### config.mk
export PLATFORM = sky130hd
export DESIGN_NAME = fosm_ctrl
export DESIGN_NICKNAME = d
export VERILOG_FILES = /design/src/rtl/core/fenwick_order_statistic_multiset_assert.svh /design/src/rtl/core/fosm_pkg.sv /design/src/rtl/core/fosm_ctrl.sv
export SDC_FILE = /design/constraint.sdc
export NUM_CORES = 1
export LEC_CHECK = 0
export ABC_AREA = 1
export BUFFER_PORTS_ARGS = -buffer_cell sky130_fd_sc_hd__buf_2
export CORE_AREA = 2 2 39 41
export DETAILED_ROUTE_END_ITERATION = 16
export DIE_AREA = 0 0 41 43
export RECOVER_POWER = 50
export SYNTH_ARGS = -nofsm -noshare
export SYNTH_HDL_FRONTEND = slang
export SYNTH_SLANG_ARGS = --single-unit
export TNS_END_PERCENT = 10
### constraint.sdc
create_clock -name i_clk -period 2.8 [get_ports i_clk]
set_input_delay 0.28 -clock i_clk [delete_from_list [all_inputs] [get_ports i_clk]]
set_output_delay 0.28 -clock i_clk [all_outputs]
set_load 0.1 [all_outputs]
### src/rtl/core/fenwick_order_statistic_multiset_assert.svh
// assertion macros for the order-statistic multiset
`ifndef FENWICK_ORDER_STATISTIC_MULTISET_ASSERT_SVH
`define FENWICK_ORDER_STATISTIC_MULTISET_ASSERT_SVH

// same-cycle implication under synchronous reset
`define FOSM_ASSERT_NOW(label, clk, rst_n, ante, cons) \
    label: assert property (@(posedge clk) disable iff (!(rst_n)) (ante) |-> (cons)) \
        else $error("fosm assertion failed");

// next-cycle implication under synchronous reset
`define FOSM_ASSERT_NEXT(label, clk, rst_n, ante, cons) \
    label: assert property (@(posedge clk) disable iff (!(rst_n)) (ante) |=> (cons)) \
        else $error("fosm assertion failed");

`endif

### src/rtl/core/fosm_pkg.sv
// shared types and codes for the order-statistic multiset
package fosm_pkg;

    localparam logic OP_INSERT = 1'b0;
    localparam logic OP_TAKE   = 1'b1;

    localparam logic [1:0] ST_OK    = 2'd0;
    localparam logic [1:0] ST_RANGE = 2'd1;
    localparam logic [1:0] ST_FULL  = 2'd2;

    typedef struct packed {
        logic        op;
        logic [16:0] key;
        logic [31:0] rank;
    } t_in_beat;

    typedef struct packed {
        logic [16:0] found_key;
        logic [1:0]  status;
    } t_out_beat;

    typedef enum logic [2:0] {
        S_CLEAR,
        S_IDLE,
        S_CHECK,
        S_DESC_RD,
        S_DESC_CMP,
        S_DESC_END,
        S_WALK_RD,
        S_WALK_WR
    } t_fosm_state;

    typedef struct packed {
        logic       clr_step;
        logic       load_item;
        logic       set_err;
        logic [1:0] err_code;
        logic       start_walk;
        logic       start_desc;
        logic       desc_rd;
        logic       desc_skip;
        logic       desc_cmp;
        logic       desc_end;
        logic       walk_rd;
        logic       walk_wr;
        logic       walk_end;
        logic       out_load;
    } t_fosm_cmd;

    typedef struct packed {
        logic op;
        logic key_bad;
        logic full;
        logic rank_bad;
        logic probe_in;
        logic step_last;
        logic pos_in;
        logic clr_last;
        logic out_free;
    } t_fosm_sts;

endpackage

### src/rtl/core/fosm_ctrl.sv
// controller state machine sequencing clear, descent and tree walks
module fosm_ctrl (
    input  logic                 i_clk,
    input  logic                 i_rst_n,
    input  logic                 i_in_valid,
    output logic                 o_in_ready,
    input  fosm_pkg::t_fosm_sts  i_sts,
    output fosm_pkg::t_fosm_cmd  o_cmd
);

    fosm_pkg::t_fosm_state r_state;
    fosm_pkg::t_fosm_state n_state;
    logic                  r_done;
    logic                  n_done;

    always_ff @(posedge i_clk) begin
        if (!i_rst_n) begin
            r_state <= fosm_pkg::S_CLEAR;
            r_done  <= 1'b0;
        end else begin
            r_state <= n_state;
            r_done  <= n_done;
        end
    end

    // next state
    always_comb begin
        n_state = r_state;
        n_done  = r_done;
        case (r_state)
            fosm_pkg::S_CLEAR: begin
                if (i_sts.clr_last) n_state = fosm_pkg::S_IDLE;
            end
            fosm_pkg::S_IDLE: begin
                if (r_done) begin
                    if (i_sts.out_free) n_done = 1'b0;
                end else if (i_in_valid) begin
                    n_state = fosm_pkg::S_CHECK;
                end
            end
            fosm_pkg::S_CHECK: begin
                if (i_sts.op == fosm_pkg::OP_INSERT) begin
                    if (i_sts.key_bad || i_sts.full) begin
                        n_state = fosm_pkg::S_IDLE;
                        n_done  = 1'b1;
                    end else begin
                        n_state = fosm_pkg::S_WALK_RD;
                    end
                end else begin
                    if (i_sts.rank_bad) begin
                        n_state = fosm_pkg::S_IDLE;
                        n_done  = 1'b1;
                    end else begin
                        n_state = fosm_pkg::S_DESC_RD;
                    end
                end
            end
            fosm_pkg::S_DESC_RD: begin
                if (i_sts.probe_in) n_state = fosm_pkg::S_DESC_CMP;
                else if (i_sts.step_last) n_state = fosm_pkg::S_DESC_END;
            end
            fosm_pkg::S_DESC_CMP: begin
                if (i_sts.step_last) n_state = fosm_pkg::S_DESC_END;
                else n_state = fosm_pkg::S_DESC_RD;
            end
            fosm_pkg::S_DESC_END: begin
                n_state = fosm_pkg::S_WALK_RD;
            end
            fosm_pkg::S_WALK_RD: begin
                if (i_sts.pos_in) begin
                    n_state = fosm_pkg::S_WALK_WR;
                end else begin
                    n_state = fosm_pkg::S_IDLE;
                    n_done  = 1'b1;
                end
            end
            fosm_pkg::S_WALK_WR: begin
                n_state = fosm_pkg::S_WALK_RD;
            end
            default: begin
                n_state = fosm_pkg::S_CLEAR;
                n_done  = 1'b0;
            end
        endcase
    end

    // outputs
    always_comb begin
        o_cmd      = '0;
        o_in_ready = 1'b0;
        case (r_state)
            fosm_pkg::S_CLEAR: begin
                o_cmd.clr_step = 1'b1;
            end
            fosm_pkg::S_IDLE: begin
                if (r_done) begin
                    o_cmd.out_load = i_sts.out_free;
                end else begin
                    o_in_ready      = 1'b1;
                    o_cmd.load_item = i_in_valid;
                end
            end
            fosm_pkg::S_CHECK: begin
                if (i_sts.op == fosm_pkg::OP_INSERT) begin
                    if (i_sts.key_bad) begin
                        o_cmd.set_err  = 1'b1;
                        o_cmd.err_code = fosm_pkg::ST_RANGE;
                    end else if (i_sts.full) begin
                        o_cmd.set_err  = 1'b1;
                        o_cmd.err_code = fosm_pkg::ST_FULL;
                    end else begin
                        o_cmd.start_walk = 1'b1;
                    end
                end else begin
                    if (i_sts.rank_bad) begin
                        o_cmd.set_err  = 1'b1;
                        o_cmd.err_code = fosm_pkg::ST_RANGE;
                    end else begin
                        o_cmd.start_desc = 1'b1;
                    end
                end
            end
            fosm_pkg::S_DESC_RD: begin
                if (i_sts.probe_in) o_cmd.desc_rd = 1'b1;
                else o_cmd.desc_skip = 1'b1;
            end
            fosm_pkg::S_DESC_CMP: begin
                o_cmd.desc_cmp = 1'b1;
            end
            fosm_pkg::S_DESC_END: begin
                o_cmd.desc_end = 1'b1;
            end
            fosm_pkg::S_WALK_RD: begin
                if (i_sts.pos_in) o_cmd.walk_rd = 1'b1;
                else o_cmd.walk_end = 1'b1;
            end
            fosm_pkg::S_WALK_WR: begin
                o_cmd.walk_wr = 1'b1;
            end
            default: begin
                o_cmd      = '0;
                o_in_ready = 1'b0;
            end
        endcase
    end

endmodule

Word-level counts from Yosys, hierarchy flattened --
Cells that the tools add are included.
Storage, ports and cells: logic and storage cells 67, register bits after elaboration 4, bits of input ports 12, output and inout bits 16
Operators by class: muxes and demuxes 45, reduce and logical (&&, ||, !) cells 6, eq/ne operators 14
Operators with widths (count):
- 2-to-1 mux 3 bit | 13
- 2-to-1 mux 1 bit | 27
- case mux 3 bit (7 select lines) | 1
- == test 3 bit (second input constant) | 4
- != test 3 bit (second input constant) | 3
- != test 2 bit (second input constant) | 4
- AND reduction 4 bit | 2
- == test 3 x 2 -> 1 bit (second input constant) | 2
- 2-to-1 mux 5 bit | 1
- 2-to-1 mux 2 bit | 2
- == test 3 x 1 -> 1 bit (second input constant) | 1
- zero test 3 bit | 1
- case mux 1 bit (3 select lines) | 1
- nonzero test 3 bit | 1
- OR reduction 2 bit | 1
- logical OR 1 bit | 1

Depth between registers and ports, before layout --
depth in word-level cells 4, depth in mapped cells 8, gate-level depth less buffers 7

Worst setup path after synthesis --
Ideal clock, no wire load.
kind reg-to-output, start reg r_state[2], end out o_cmd[13] (netlist bit), path buffers 1, stages on the path, launching flop included 5, required time 2520 ps, setup slack -179 ps, arrival time 2699 ps, cell sequence dfxtp_1 -> buf_6 -> nor2_1 -> nand2_1 -> nor3_1
RTL lines:
- start: declaration | RTL line fosm_ctrl.sv:11 | fosm_pkg::t_fosm_state r_state;
- start signal: assignment | RTL line fosm_ctrl.sv:18 | r_state <= fosm_pkg::S_CLEAR;
- start signal: assignment | RTL line fosm_ctrl.sv:21 | r_state <= n_state;
- end: declaration | RTL line fosm_ctrl.sv:8 | output fosm_pkg::t_fosm_cmd o_cmd

==> impl_metrics.toml <==
[cells_and_area]
syn2layout_area_growth_pct = 35.40
n_fill_cell = 171
instances_no_fill = 122
fin_nets = 120
n_antenna_cell = 0
design_area_um2 = 574.3
utilization_pct = 41.50
layout-drive-gt1-share_pct = 29.25

[floorplan]
io_pins = 28
core_um2 = 1384
fp.dieH_um = 43
initial_utilization_pct = 30.65
dieArea_um2 = 1763
fp-row-count = 14
die_w_um = 41

[worst_setup_path]
rr_endpoint = "r_state[2]"
crit_fanout = 9
crit_path_end_kind = "primary output"
cp_num_cells = 3
startpoint_type = "register"
worst_ep_arrival_time_ns = 1.92
crit_type = "reg2out"
crit_required_ns = 2.52
r2r_slack_ns = 1.54
max_stage_delay_ns = 0.86
cp_top_family = "buffers and inverters"
critPathSlowestCell = "clkbuf_1"
path_cells = "nand4_1 > inv_1 > clkbuf_1"
r2r_cells = 6
critPathBufInv = 2
timing.rr.start = "r_state[2]"

[placement]
dp_cells = 119
dp_slack_ns = 1.168
io_buffers = 27
gp_congestion = 0.8182
dpl.hpwl_um = 899.5
dpl_cell_area_um2 = 561.8

[outcome]
status = "finished, final reports clean"

[sta]
period_share_pct = 78.70
slew_viol_final = 0
fin_skew_ns = 0.003372
hold_viol_final = 0
tightest_slew_ns = 1.167
setup_viol = 0
period_minus_slack_ns = 2.204
max_slew_margin_pct = 22.55
setup_slack_ns = 0.5963
rsz0062_at_grt = "no"
clock.fmax_mhz = 453.8

[power]
peakVddDrop_mv = 0.1925
leakagePower_nw = 0.3428
power.density_nw_per_um2 = 491.0

[clock_network]
hold_buffers = 0
h-tree-depth = 1
cts_resized = 0
worstSkewPairLatency_ns = 0.23
cts_tree = "built"
postCtsSetupBuffers = 0
cts.sinks = 4
root_buffer = "clkbuf_4"
cts_buffers = 3
clk_pin_slew_ns = 0.04
clockBufferDepth = 2

[synthesis]
synthSimpleGateAreaFrac_pct = 48.97
yosys.area_share.adder_pct = 0
yosys_warnings = 0
netlist_area_um2 = 424.2
synth.net_count = 90
synth_xor_area_share_pct = 0
synth.mux.area_fraction_pct = 0
netlist_instances = 78
synth_compound_area_share_pct = 12.68
ys_ff_latch = 4
ys_seq_area_share_pct = 18.88
avgSynthCellArea_um2 = 5.438
synth_top_family_by_area = "simple AND/OR/NAND/NOR gates"
ys_types = 16

[route]
first_iter_violations = 7
routedWlPerCell_um = 8.697
avgViaCountPerCell = 4.410
vias = 538
drt_drc_violations_left = 0
wl_mm = 1.061
firstDrtPassIters = 4
ant_nets = 0

[min_path]
worstHoldStart = "i_rst_n"
whs_path_depth = 3
worstHoldPathType = "in2reg"
hold_path_end = "r_state[0]"

[run]
maxCapViolations = 0

[global_routing]
gr-total-overflow = 0
track_usage_pct = 13.35
grt_max_degree = 10
antenna_found_initial = 0
grt_pass1_wl_mm = 1.662
first_global_vias = 429
## tightest hold or removal path, cell delays in order
cell and delay (ns):
buf_2 0.10, o21ai_0 0.07, a21oi_1 0.05
## cell type report
cell class | instances | area [um2] | share of cell area (%)
sequential | 4 | 80.08 | 13.94
timing repair buffer | 27 | 127.6 | 22.22
clock buffer | 3 | 22.52 | 3.922
tap | 16 | 20.02 | 3.486
multi-input combinational | 56 | 264.0 | 45.97
inverter | 16 | 60.06 | 10.46
## logic make-up after synthesis
logic type	Yosys count
AO/OA/AOI/OAI	10
buffers and inverters	18
flip-flops	4
AND/OR/NAND/NOR	46
## registers in the layout, indices dropped and copies added, names as in the netlist
| register | cells |
|---|---|
| r_done | 1 |
| r_state | 3 |
## per-layer routing
layer / wire length (um) / GRT usage [%]
met1: 487 / 18.01
met2: 527 / 21.25
met3: 46 / 1.571
met4: 0 / 4.000
met5: 0 / 0
## power by group
group	switching [mW]	leakage (nW)	internal, mW
Clock	0.0212	0.0138	0.0478
Combinational	0.113	0.296	0.0282
Sequential	0.00990	0.0327	0.0623
Total	0.144	0.343	0.138
## cell usage after synthesis
cell	count	area share, %
o21ai_2	1	2.1
nor2_4	1	2.7
or2_2	2	2.9
nor2_2	1	1.5
nand2_2	1	1.5
o21ai_0	5	5.9
nand3_1	7	8.3
buf_6	2	5.3
nand4_1	2	2.9
dfxtp_1	4	19
nand2_1	14	12
a21oi_1	4	4.7
nor2_1	15	13
inv_1	15	13
inv_2	1	0.88
nor3_1	3	3.5
## per-stage QoR
step	hold WS (ns)	power, mW	setup TNS (ns)
after floorplan	0.4184	0.1930	-0.05735
after global placement	0.5265	0.2160	0
after detailed placement	0.5169	0.2161	0
after CTS	0.3158	0.2869	0
after global routing	0.3371	0.3026	0
final	0.3193	0.2820	0
## how the worst max path moves through the flow
| stage | endpoint | slack [ns] | start |
|---|---|---|---|
| 6_report | o_cmd[3] | 0.60 | r_state[2] |
| 5_1_grt | o_cmd[1] | 0.48 | r_state[2] |
| 4_1_cts | o_cmd[7] | 0.91 | r_state[1] |
| 3_5_place_dp | o_cmd[7] | 1.17 | r_state[1] |
| 3_3_place_gp | o_cmd[6] | 1.19 | r_state[1] |
| 2_1_floorplan | o_cmd[1] | -0.06 | r_state[0] |
## cell usage in the layout, fill, tap and decap left out, types with 2 or more instances in the layout
cell,n
nand3_1,7
nor2_1,16
a21oi_1,4
clkbuf_4,3
inv_1,15
o21ai_0,5
nor3_1,2
dfxtp_1,4
clkbuf_1,6
buf_2,21
nand4_1,2
nand2_1,14
or2_2,2
(Power assumes the default switching activity.)
